[config.mk]
export PLATFORM = sky130hd
export DESIGN_NAME = text_to_integer_parser
export DESIGN_NICKNAME = d
export VERILOG_FILES = /design/src/tip_pkg.sv /design/src/tip_fifo.sv /design/src/tip_front.sv /design/src/tip_back.sv /design/src/text_to_integer_parser.sv
export SDC_FILE = /design/constraint.sdc
export NUM_CORES = 2
export LEC_CHECK = 0
export BUFFER_PORTS_ARGS = -buffer_cell sky130_fd_sc_hd__buf_2
export CAP_MARGIN = 5
export CORE_UTILIZATION = 55
export DETAILED_ROUTE_END_ITERATION = 6
export GPL_ROUTABILITY_DRIVEN = 0
export PLACE_DENSITY = 0.81
export RECOVER_POWER = 100
export SYNTH_ARGS = -nofsm -noshare
export SYNTH_HDL_FRONTEND = slang
export SYNTH_SLANG_ARGS = --single-unit
[constraint.sdc]
create_clock -name clk_i -period 23.3 [get_ports clk_i]
set_clock_uncertainty 0.05 [all_clocks]
set_input_delay 3.495 -clock clk_i [delete_from_list [all_inputs] [get_ports clk_i]]
set_output_delay 3.495 -clock clk_i [all_outputs]
set_load 0.01 [all_outputs]
[src/tip_pkg.sv]
// shared types and constants for the text to integer parser
// no dependencies
`default_nettype none

package tip_pkg;

  localparam logic RegNumberBase = 1'b0;
  localparam logic RegSignedMode = 1'b1;

  localparam logic [5:0]  BaseMin   = 6'd2;
  localparam logic [5:0]  BaseMax   = 6'd36;
  localparam logic [5:0]  BaseOct   = 6'd8;
  localparam logic [5:0]  BaseDec   = 6'd10;
  localparam logic [5:0]  BaseHex   = 6'd16;
  localparam logic [5:0]  BaseAuto  = 6'd0;
  localparam logic [63:0] SignedMax = 64'h7FFF_FFFF_FFFF_FFFF;
  localparam logic [63:0] SignedMin = 64'h8000_0000_0000_0000;

  typedef enum logic [5:0] {
    PhDone   = 6'b000001,
    PhSpace  = 6'b000010,
    PhSign   = 6'b000100,
    PhZero   = 6'b001000,
    PhZeroX  = 6'b010000,
    PhDigits = 6'b100000
  } tip_phase_e;

  // classified character as it travels from front to back
  typedef struct packed {
    logic       first;
    logic       space;
    logic       plus;
    logic       minus;
    logic       zero;
    logic       hex_x;
    logic       alnum;
    logic [5:0] val;
  } tip_item_t;

  typedef struct packed {
    logic [63:0] value_bits;
    logic [12:0] end_offset;
    logic        converted;
    logic        too_long;
  } tip_result_t;

endpackage

`default_nettype wire

[src/tip_fifo.sv]
// small register queue between the front and the back
// no dependencies
`default_nettype none

module tip_fifo #(
  parameter int WIDTH = 8,
  parameter int DEPTH = 2
) (
  input  wire logic             clk_i,
  input  wire logic             rst_ni,
  input  wire logic             push_i,
  input  wire logic [WIDTH-1:0] data_i,
  output logic                  full_o,
  input  wire logic             pop_i,
  output logic                  valid_o,
  output logic [WIDTH-1:0]      data_o
);

  localparam int PtrW = (DEPTH > 1) ? $clog2(DEPTH) : 1;
  localparam int CntW = $clog2(DEPTH + 1);
  localparam logic [PtrW-1:0] LastPtr = PtrW'(DEPTH - 1);
  localparam logic [CntW-1:0] FullCnt = CntW'(DEPTH);

  logic [WIDTH-1:0] mem_q [DEPTH];
  logic [PtrW-1:0]  wr_ptr_q, wr_ptr_d, rd_ptr_q, rd_ptr_d;
  logic [CntW-1:0]  cnt_q, cnt_d;
  logic             do_push, do_pop;

  assign full_o  = (cnt_q == FullCnt);
  assign valid_o = (cnt_q != '0);
  assign data_o  = mem_q[rd_ptr_q];
  assign do_push = push_i && !full_o;
  assign do_pop  = pop_i && valid_o;

  always_comb begin
    wr_ptr_d = wr_ptr_q;
    rd_ptr_d = rd_ptr_q;
    cnt_d    = cnt_q;
    if (do_push) begin
      wr_ptr_d = (wr_ptr_q == LastPtr) ? '0 : wr_ptr_q + 1'b1;
    end
    if (do_pop) begin
      rd_ptr_d = (rd_ptr_q == LastPtr) ? '0 : rd_ptr_q + 1'b1;
    end
    if (do_push && !do_pop) begin
      cnt_d = cnt_q + 1'b1;
    end else if (!do_push && do_pop) begin
      cnt_d = cnt_q - 1'b1;
    end
  end

  always_ff @(posedge clk_i or negedge rst_ni) begin
    if (!rst_ni) begin
      wr_ptr_q <= '0;
      rd_ptr_q <= '0;
      cnt_q    <= '0;
    end else begin
      wr_ptr_q <= wr_ptr_d;
      rd_ptr_q <= rd_ptr_d;
      cnt_q    <= cnt_d;
    end
  end

  always_ff @(posedge clk_i) begin
    if (do_push) begin
      mem_q[wr_ptr_q] <= data_i;
    end
  end

endmodule

`default_nettype wire

[src/tip_front.sv]
// input side: takes characters and classifies them for the parse engine
// depends on tip_pkg
`default_nettype none

module tip_front import tip_pkg::*; (
  input  wire logic       in_valid_i,
  output logic            in_ready_o,
  input  wire logic [7:0] char_in_i,
  input  wire logic       first_i,
  input  wire logic       q_full_i,
  output logic            q_push_o,
  output tip_item_t       q_item_o
);

  assign in_ready_o = !q_full_i;
  assign q_push_o   = in_valid_i && !q_full_i;

  always_comb begin
    q_item_o       = '0;
    q_item_o.first = first_i;
    q_item_o.space = (char_in_i == 8'h20) || (char_in_i inside {[8'd9:8'd13]});
    q_item_o.plus  = (char_in_i == 8'h2B);
    q_item_o.minus = (char_in_i == 8'h2D);
    q_item_o.zero  = (char_in_i == 8'h30);
    q_item_o.hex_x = (char_in_i == 8'h78) || (char_in_i == 8'h58);
    if (char_in_i inside {[8'h30:8'h39]}) begin
      q_item_o.alnum = 1'b1;
      q_item_o.val   = 6'(char_in_i - 8'h30);
    end else if (char_in_i inside {[8'h61:8'h7A]}) begin
      q_item_o.alnum = 1'b1;
      q_item_o.val   = 6'(char_in_i - 8'h57);
    end else if (char_in_i inside {[8'h41:8'h5A]}) begin
      q_item_o.alnum = 1'b1;
      q_item_o.val   = 6'(char_in_i - 8'h37);
    end
  end

endmodule

`default_nettype wire

[src/tip_back.sv]
// parse engine: phase machine, accumulator and result register
// depends on tip_pkg
`default_nettype none

module tip_back import tip_pkg::*; #(
  parameter int MAX_LEN = 4096
) (
  input  wire logic       clk_i,
  input  wire logic       rst_ni,
  input  wire logic [5:0] number_base_i,
  input  wire logic       signed_mode_i,
  input  wire logic       item_valid_i,
  input  wire tip_item_t  item_i,
  output logic            item_pop_o,
  output logic            res_valid_o,
  input  wire logic       res_ready_i,
  output tip_result_t     res_o
);

  localparam int PosW = $clog2(MAX_LEN + 1);
  localparam logic [PosW-1:0] MaxPos = PosW'(MAX_LEN);

  tip_phase_e     phase_q, phase_d;
  logic [63:0]    acc_q, acc_d;
  logic [5:0]     base_q, base_d;
  logic           neg_q, neg_d;
  logic           seen_q, seen_d;
  logic [PosW-1:0] pos_q, pos_d;
  logic [PosW-1:0] zeo_q, zeo_d;
  logic           sat_q, sat_d;
  logic           out_valid_q, out_valid_d;
  tip_result_t    res_q, res_d;
  logic           pop;

  assign pop         = item_valid_i && (!out_valid_q || res_ready_i);
  assign item_pop_o  = pop;
  assign res_valid_o = out_valid_q;
  assign res_o       = res_q;

  always_comb begin
    logic            consumed;
    logic            adv;
    logic            fin;
    logic            conv;
    logic            dok;
    logic [PosW-1:0] fin_end;
    logic [63:0]     v;
    logic [63:0]     r;
    logic [PosW+12:0] end_ext;
    consumed = 1'b0;
    adv      = 1'b0;
    fin      = 1'b0;
    conv     = 1'b0;
    dok      = 1'b0;
    fin_end  = '0;
    v        = '0;
    r        = '0;
    end_ext  = '0;
    phase_d  = phase_q;
    acc_d    = acc_q;
    base_d   = base_q;
    neg_d    = neg_q;
    seen_d   = seen_q;
    pos_d    = pos_q;
    zeo_d    = zeo_q;
    sat_d    = sat_q;
    out_valid_d = out_valid_q && !res_ready_i;
    res_d    = res_q;
    if (pop && item_i.first) begin
      phase_d = PhSpace;
      acc_d   = '0;
      base_d  = number_base_i;
      neg_d   = 1'b0;
      seen_d  = 1'b0;
      pos_d   = '0;
      zeo_d   = '0;
      sat_d   = 1'b0;
    end
    if (pop && phase_d != PhDone) begin
      if (phase_d == PhSpace) begin
        if (item_i.space) begin
          adv      = 1'b1;
          consumed = 1'b1;
        end else if (item_i.plus || item_i.minus) begin
          neg_d    = item_i.minus;
          adv      = 1'b1;
          consumed = 1'b1;
          phase_d  = PhSign;
        end else begin
          phase_d  = PhSign;
        end
      end
      if (!consumed) begin
        if (phase_d == PhSign) begin
          if ((base_d == BaseAuto || base_d == BaseHex) && item_i.zero) begin
            seen_d   = 1'b1;
            acc_d    = '0;
            adv      = 1'b1;
            zeo_d    = (pos_d >= MaxPos) ? pos_d : pos_d + 1'b1;
            phase_d  = PhZero;
            consumed = 1'b1;
          end else begin
            if (base_d == BaseAuto) begin
              base_d = BaseDec;
            end
            phase_d = PhDigits;
          end
        end else if (phase_d == PhZero) begin
          if (item_i.hex_x) begin
            adv      = 1'b1;
            phase_d  = PhZeroX;
            consumed = 1'b1;
          end else begin
            if (base_d == BaseAuto) begin
              base_d = (item_i.alnum && item_i.val < BaseOct) ? BaseOct : BaseDec;
            end
            phase_d = PhDigits;
          end
        end else if (phase_d == PhZeroX) begin
          consumed = 1'b1;
          if (!(item_i.alnum && item_i.val < BaseHex)) begin
            acc_d   = '0;
            fin     = 1'b1;
            conv    = 1'b1;
            fin_end = zeo_d;
          end else begin
            base_d  = BaseHex;
            acc_d   = {58'b0, item_i.val};
            adv     = 1'b1;
            phase_d = PhDigits;
          end
        end
      end
      if (!consumed && phase_d == PhDigits) begin
        dok = item_i.alnum && base_d >= BaseMin && base_d <= BaseMax
              && item_i.val < base_d;
        if (!dok) begin
          fin     = 1'b1;
          conv    = seen_d;
          fin_end = pos_d;
        end else begin
          acc_d  = acc_d * {58'b0, base_d} + {58'b0, item_i.val};
          seen_d = 1'b1;
          adv    = 1'b1;
        end
      end
      if (adv) begin
        if (pos_d >= MaxPos) begin
          sat_d = 1'b1;
        end else begin
          pos_d = pos_d + 1'b1;
        end
      end
      if (fin) begin
        phase_d = PhDone;
        v       = conv ? acc_d : '0;
        if (signed_mode_i) begin
          if (neg_d) begin
            r = v[63] ? SignedMin : (64'd0 - v);
          end else begin
            r = v[63] ? SignedMax : v;
          end
        end else begin
          r = neg_d ? (64'd0 - v) : v;
        end
        end_ext          = {13'b0, (conv ? fin_end : {PosW{1'b0}})};
        res_d.value_bits = r;
        res_d.end_offset = end_ext[12:0];
        res_d.converted  = conv;
        res_d.too_long   = sat_d;
        out_valid_d      = 1'b1;
      end
    end
  end

  always_ff @(posedge clk_i or negedge rst_ni) begin
    if (!rst_ni) begin
      phase_q     <= PhDone;
      acc_q       <= '0;
      base_q      <= '0;
      neg_q       <= 1'b0;
      seen_q      <= 1'b0;
      pos_q       <= '0;
      zeo_q       <= '0;
      sat_q       <= 1'b0;
      out_valid_q <= 1'b0;
    end else begin
      phase_q     <= phase_d;
      acc_q       <= acc_d;
      base_q      <= base_d;
      neg_q       <= neg_d;
      seen_q      <= seen_d;
      pos_q       <= pos_d;
      zeo_q       <= zeo_d;
      sat_q       <= sat_d;
      out_valid_q <= out_valid_d;
    end
  end

  always_ff @(posedge clk_i) begin
    res_q <= res_d;
  end

endmodule

`default_nettype wire

[src/text_to_integer_parser.sv]
// top level of the streaming text to integer parser with its register port
// depends on tip_pkg, tip_front, tip_fifo, tip_back
//
// channel  dir  handshake                 payload
// in       in   in_valid_i / in_ready_o   char_in_i, first_i
// out      out  out_valid_o / out_ready_i value_bits_o, end_offset_o, converted_o, too_long_o
// cfg      in   psel, penable, pwrite     paddr, pwdata, prdata (pready tied high)
//
// one character per cycle while no result waits on the sink, set by the single 64x6 multiply-add on the accumulator
// a result is valid in the cycle after the parse engine pops the character that ends the parse from the queue
// a two-entry queue between classifier and parse engine absorbs output stalls
// reset returns the engine to done, waiting for a first character, base 0, signed on
`default_nettype none

module text_to_integer_parser import tip_pkg::*; #(
  parameter int MAX_LEN = 4096
) (
  input  wire logic        clk_i,
  input  wire logic        rst_ni,
  input  wire logic        in_valid_i,
  output logic             in_ready_o,
  input  wire logic [7:0]  char_in_i,
  input  wire logic        first_i,
  output logic             out_valid_o,
  input  wire logic        out_ready_i,
  output logic [63:0]      value_bits_o,
  output logic [12:0]      end_offset_o,
  output logic             converted_o,
  output logic             too_long_o,
  input  wire logic        psel,
  input  wire logic        penable,
  input  wire logic        pwrite,
  input  wire logic [2:0]  paddr,
  input  wire logic [31:0] pwdata,
  output logic [31:0]      prdata,
  output logic             pready
);

  logic [5:0]  number_base_q;
  logic        signed_mode_q;
  logic        q_push, q_full, q_valid, q_pop;
  tip_item_t   q_in, q_out;
  tip_result_t res;

  assign pready = 1'b1;
  assign prdata = (paddr[2] == RegSignedMode) ? {31'b0, signed_mode_q}
                                              : {26'b0, number_base_q};

  always_ff @(posedge clk_i or negedge rst_ni) begin
    if (!rst_ni) begin
      number_base_q <= '0;
      signed_mode_q <= 1'b1;
    end else if (psel && penable && pwrite) begin
      case (paddr[2])
        RegNumberBase: number_base_q <= pwdata[5:0];
        RegSignedMode: signed_mode_q <= pwdata[0];
        default: ;
      endcase
    end
  end

  tip_front u_front (
    .in_valid_i (in_valid_i),
    .in_ready_o (in_ready_o),
    .char_in_i  (char_in_i),
    .first_i    (first_i),
    .q_full_i   (q_full),
    .q_push_o   (q_push),
    .q_item_o   (q_in)
  );

  tip_fifo #(
    .WIDTH ($bits(tip_item_t)),
    .DEPTH (2)
  ) u_fifo (
    .clk_i   (clk_i),
    .rst_ni  (rst_ni),
    .push_i  (q_push),
    .data_i  (q_in),
    .full_o  (q_full),
    .pop_i   (q_pop),
    .valid_o (q_valid),
    .data_o  (q_out)
  );

  tip_back #(
    .MAX_LEN (MAX_LEN)
  ) u_back (
    .clk_i         (clk_i),
    .rst_ni        (rst_ni),
    .number_base_i (number_base_q),
    .signed_mode_i (signed_mode_q),
    .item_valid_i  (q_valid),
    .item_i        (q_out),
    .item_pop_o    (q_pop),
    .res_valid_o   (out_valid_o),
    .res_ready_i   (out_ready_i),
    .res_o         (res)
  );

  assign value_bits_o = res.value_bits;
  assign end_offset_o = res.end_offset;
  assign converted_o  = res.converted;
  assign too_long_o   = res.too_long;

endmodule

`default_nettype wire

Word-level counts from Yosys, hierarchy flattened --
Memory sizes are Yosys's and may differ from the RTL's. Index checks and enable logic that the tools add are counted.
Storage, ports and cells: flip-flop bits (word level) 196, bits in writable memories 26, input port bits 51, output and inout port bits 114, memories kept 1
Memory list:
- u_fifo.mem_q | depth 2, bits a word 13, read ports 1, clocked after Yosys merged registers in 0, write ports 1, RTL line tip_fifo.sv:24 | logic [WIDTH-1:0] mem_q [DEPTH];
Operators by class: add/subtract/negate cells 10, $mul 1, magnitude comparators 14, eq/ne operators 14, muxes and demuxes 122, bitwise operators 1, reductions and logical operators 39
Operators with widths (number):
- 64-bit 2-to-1 mux | 16
- 13-bit 2-to-1 mux | 16
- 6-bit 2-to-1 mux | 28
- 64-bit by 6-bit adder with 64-bit output | 1
- 64-bit by 6-bit multiplier with 64-bit output | 1
- 1-bit by 64-bit subtractor with 64-bit output (first input constant) | 1
- 63-bit 2-to-1 mux | 1
- 1-bit 2-to-1 mux | 55
- 8-bit by 6-bit == test with 1-bit output (second input constant) | 4
- 1-bit logical AND | 22
- 7-bit 2-to-1 mux | 3
- 8-bit by 7-bit == test with 1-bit output (second input constant) | 2
- 8-bit by 7-bit >= comparator with 1-bit output (second input constant) | 2
- 8-bit by 7-bit <= comparator with 1-bit output (second input constant) | 2
- 13-bit by 1-bit adder with 13-bit output (second input constant) | 1
- 13-bit >= comparator (second input constant) | 1
- 6-bit by 5-bit == test with 1-bit output (second input constant) | 2
- 6-bit subtractor (second input constant) | 2
- 8-bit by 4-bit >= comparator with 1-bit output (second input constant) | 1
- 8-bit by 6-bit >= comparator with 1-bit output (second input constant) | 1
- 8-bit by 4-bit <= comparator with 1-bit output (second input constant) | 1
- 8-bit by 6-bit <= comparator with 1-bit output (second input constant) | 1
- 6-bit by 2-bit == test with 1-bit output (second input constant) | 1
- 6-bit by 3-bit == test with 1-bit output (second input constant) | 1
- other kinds (20) | 35

Longest topological paths before layout --
word-level depth 26, gate-level depth with buffers 37

Modules after synthesis --
From an unflattened synthesis, not the netlist that was laid out.
Unflattened totals: cell total of the unflattened synthesis 3039, area total of the unflattened synthesis 26265.2 µm²
Modules (own cells, without submodules):
- tip_back | instances 1, cells an instance 2854, area each 24070.6 µm², seq. area each 5026.1 µm²
- tip_fifo | instances 1, cells an instance 59, area each 1141.1 µm², seq. area each 880.8 µm²
- text_to_integer_parser | instances 1, cells an instance 51, area each 550.5 µm², seq. area each 176.4 µm²
- tip_front | instances 1, cells an instance 75, area each 503.0 µm², seq. area each 0.0 µm²

Worst setup path after synthesis --
No wires, ideal clock.
path type input to register, start point input out_ready_i, end point register u_back.res_q (netlist bit u_back.res_o[78]), data pin, arrival time 11.420 ns, data required time 22.990 ns, setup slack 11.570 ns, stages on the path 29, cell sequence nand2b_1 > nand3_1 > a221oi_2 > nor2_1 > a211oi_1 > clkbuf_1 > buf_1 > clkbuf_1 > nand2_1 > nor2_1 > fa_1 > fa_1 > fa_1 > ha_1 > ha_1 > a21oi_1 > nor2_1 > nor4bb_1 > a2111oi_0 > or2_2 > a41oi_1 > xnor2_1 > mux2_2 > nor2_1 > or4b_1 > nor4_1 > ha_1 > a21oi_1 > o21ai_0
On the way: cells in the longest elaborated chain, start to end 25
Ends and longest elaborated chain:
- from (decl) | RTL line text_to_integer_parser.sv:25 | input wire logic out_ready_i,
- 1-bit logical OR (*) | RTL line tip_back.sv:35 | assign pop = item_valid_i && (!out_valid_q || res_ready_i);
- 1-bit logical AND (*) | RTL line tip_back.sv:35
- 1-bit logical AND (*) | RTL line tip_back.sv:69 | if (pop && item_i.first) begin
- branches (longest 21 deep; another with 64-bit by 6-bit multiplier with 64-bit output)
- 64-bit 2-to-1 mux (*) | RTL line tip_back.sv:157 | if (signed_mode_i) begin
- to (signal assigned) | RTL line tip_back.sv:201 | res_q <= res_d;
- to (decl) | RTL line tip_back.sv:32 | tip_result_t res_q, res_d;
Every way passes the cells marked *. The select of a mux whose other input is x is not followed. A chain may end at the register's enable or synchronous reset.

Worst setup path after layout --
Ends and elaborated chain as after synthesis.

==> results.json <==
{
  "crit_type": "input pin to flop",
  "regToRegSetupSlack_ps": 10050,
  "clkTransAtPathRegs_ps": 60,
  "cp-startpoint": "out_ready_i",
  "totalNegativeSetupSlack_ps": 0,
  "ys_warn_count": 0,
  "cts.path.max_buffers": 3,
  "cp_top_family": "buffers and inverters",
  "critPathLaunchType": "input pin",
  "grt_use_total_pct": 31.67,
  "combPwrFrac_pct": 50.0,
  "critPathCapture": "u_back.res_o[78]$_DFFE_PP_",
  "grt_pass1_vias": 22066,
  "fmax_mhz": 66.34,
  "grt_antenna_before_repair": 0,
  "synthSimpleGateAreaFrac_pct": 20.21,
  "wirelength_um": 71380,
  "grt_overflow_total": 0,
  "syn_to_final_growth_pct": 6.014,
  "post-route-period-util_pct": 64.70,
  "initial_core_util_pct": 56.18,
  "period_needed_ps": 15070,
  "maxSlewViolCount": 486,
  "synth_cell_type_count": 95,
  "ys_top_cells_by_area": "fa_1 (20%), edfxtp_1 (13%), dfrtp_1 (12%)",
  "nets": 3253,
  "io_buffers": 109,
  "cts_buffers": 23,
  "async_flop_share_pct": 52.70,
  "dieArea_sq_um": 45140,
  "synthAdderAreaFrac_pct": 27.32,
  "seq_power_share_pct": 29.2,
  "synth_cells": 2802,
  "clkPwrFrac_pct": 20.8,
  "outcome": "finished with violations",
  "cellLeakagePower_nw": 12.01,
  "post_cts_resized": 0,
  "synth_seq_cells": 222,
  "cap_violations": 10,
  "synth_top_family_by_area": "adder cells",
  "wl_per_cell_um": 20.90,
  "post_cts_buffers": 0,
  "io_pins": 165,
  "rsz0062_at_grt": "no",
  "ys_seq_area_share_pct": 24.97,
  "drtPass1Iterations": 6,
  "reg2reg_to": "u_back.res_o[78]$_DFFE_PP_",
  "synth_edf_count": 105,
  "std_cell_rows": 76,
  "ff2ff_path_depth": 31,
  "r2r_start": "u_fifo.rd_ptr_q$_DFFE_PN0P_",
  "synth.largest_area_cell": "fa_1",
  "syn_area_sq_um": 24360,
  "final_cell_mix": "nor2_1 (512), nand2_1 (250), fa_1 (240)",
  "vias_per_cell": 6.554,
  "final_common_cell": "nor2_1",
  "p_int_uw": 931.3,
  "synth_ff_type": "dfrtp_1",
  "diodes": 0,
  "vias": 22382,
  "grt_max_degree": 81,
  "yosys-mux-area-fraction_pct": 1.751,
  "slowest_delay_ps": 1220,
  "crit_arrival_ps": 15280,
  "drive_gt1_share_pct": 4.346,
  "yosysTopAreaCellShare_pct": 19.72,
  "synth_compound_area_share_pct": 17.03,
  "core_area_sq_um": 43360,
  "dp.final_hpwl_um": 50980,
  "clock_latency_ps": 550,
  "hold_viol_final": 0,
  "cp-end-kind": "flop",
  "worst-path-buf-inv": 6,
  "worstSetupPathDepth": 32,
  "swShare_pct": 50.21,
  "fin_total_pwr_mw": 1.870,
  "vdd_drop_max_uv": 124.8,
  "clock-sinks": 222,
  "tritoncts": "built",
  "powerDensity_nw_per_um2": 72.42,
  "drc_errors": 0,
  "hp-class": "flop to flop",
  "die_y_um": 212.5,
  "drtIter0Drc": 2382,
  "cts_hold_buf": 0,
  "finalSetupViolations": 0,
  "cts_root_buf": "clkbuf_16",
  "synth-xor-area-share_pct": 4.119,
  "slew_headroom_pct": -217.5,
  "required_ps": 23500,
  "tightest_slew_ps": 4763,
  "avgSynthCellArea_sq_um": 8.695,
  "detail-route-antenna-nets": 0,
  "violations": "max-capacitance violations, max-slew violations",
  "worst_path_max_delay_cell": "clkinv_1",
  "crit_fanout": 33,
  "die_x_um": 212.5,
  "cts-htree-levels": 1,
  "power_switching_uw": 939.1,
  "grt_pass1_wl_um": 113800
}
[registers in the layout, indices dropped and copies added (netlist names)]
| name | flops |
|---|---|
| u_back.neg_q | 1 |
| u_back.res_o | 79 |
| signed_mode_q | 1 |
| u_back.sat_q | 1 |
| number_base_q | 6 |
| u_back.base_q | 6 |
| u_fifo.rd_ptr_q | 1 |
| u_fifo.wr_ptr_q | 1 |
| u_fifo.cnt_q | 2 |
| u_back.pos_q | 13 |
| u_back.zeo_q | 13 |
| u_back.res_valid_o | 1 |
| u_back.seen_q | 1 |
| u_back.phase_q | 6 |
| u_back.acc_q | 64 |
| u_fifo.mem_q | 26 |
[synthesized netlist by cell type (28+ instances only)]
library cell and instances:
nor2_1 513, nand2_1 250, fa_1 240, o21ai_0 206
a21oi_1 191, ha_1 148, clkbuf_1 117, dfrtp_1 115
nand3_1 114, edfxtp_1 105, inv_1 84, xnor2_1 68
xor2_1 44, a21o_1 43, nor3_1 36, and3_1 32
o211ai_1 29, buf_4 28
[per-layer routing]
| layer | up-vias | routed length (um) | track usage, % |
|---|---|---|---|
| li1 | 9769 | - | - |
| met1 | 10897 | 27310 | 40.73 |
| met2 | 1443 | 32960 | 51.67 |
| met3 | 273 | 7487 | 5.362 |
| met4 | 0 | 3620 | 15.73 |
| met5 | - | 0 | 0 |
[area by class of cell]
type / count / area, sq um
flip-flops and latches: 222 / 6083
inverters: 87 / 326.6
clock inverters: 12 / 128.9
clock buffers: 29 / 649.4
fillers: 3695 / 17530
repair buffers: 140 / 613.1
multi-input cells: 2340 / 17290
well taps: 585 / 732.0
[logic make-up (layout without fill, tap and decap cells)]
kind of cell / Yosys count / after routing
flip-flops: 222 / 222
buffers and inverters: 265 / 268
other: 2 / 27
XOR/XNOR: 113 / 113
AO/OA/AOI/OAI: 668 / 668
adder cells (fa/ha/maj): 388 / 388
AND/OR/NAND/NOR: 1104 / 1104
multiplexers: 40 / 40
[power by group through the flow]
stage | combinational [mW] | sequential (mW) | clock, mW
after detailed placement | 0.913 | 0.545 | 0
after CTS | 0.919 | 0.538 | 0.390
after floorplan | 0.594 | 0.550 | 0
after global routing | 0.986 | 0.555 | 0.403
after global placement | 0.886 | 0.542 | 0
final | 0.934 | 0.547 | 0.389
[stage by stage]
step	worst slack, ps	area, sq um	cells	utilization [%]	hold WS, ps
floorplan	11570	24460	2827	-	382.6
global placement	9149	25280	3374	58.30	400.1
detailed placement	9139	25280	3374	58.30	407.5
CTS	9596	26060	3415	60.09	420.8
global route	7664	25830	3415	59.56	447.2
finish	8226	25830	3415	59.56	425.5
[worst min-delay path, delay by kind of cell (launching register included)]
family / cells / cell delay, ps
DFF: 1 / 330
and+or+nand+nor: 2 / 120
[worst min path at each step]
stage | end | depth (start not counted) | startpoint
3_3_place_gp | u_back.seen_q$_DFF_PN0_ | 2 | u_back.seen_q$_DFF_PN0_
4_1_cts | u_back.seen_q$_DFF_PN0_ | 2 | u_back.seen_q$_DFF_PN0_
6_report | u_back.seen_q$_DFF_PN0_ | 2 | u_back.seen_q$_DFF_PN0_
5_1_grt | u_back.seen_q$_DFF_PN0_ | 2 | u_back.seen_q$_DFF_PN0_
2_1_floorplan | u_back.seen_q$_DFF_PN0_ | 2 | u_back.seen_q$_DFF_PN0_
3_5_place_dp | u_back.seen_q$_DFF_PN0_ | 2 | u_back.seen_q$_DFF_PN0_
Note: power is estimated with default switching activity, not from simulation.
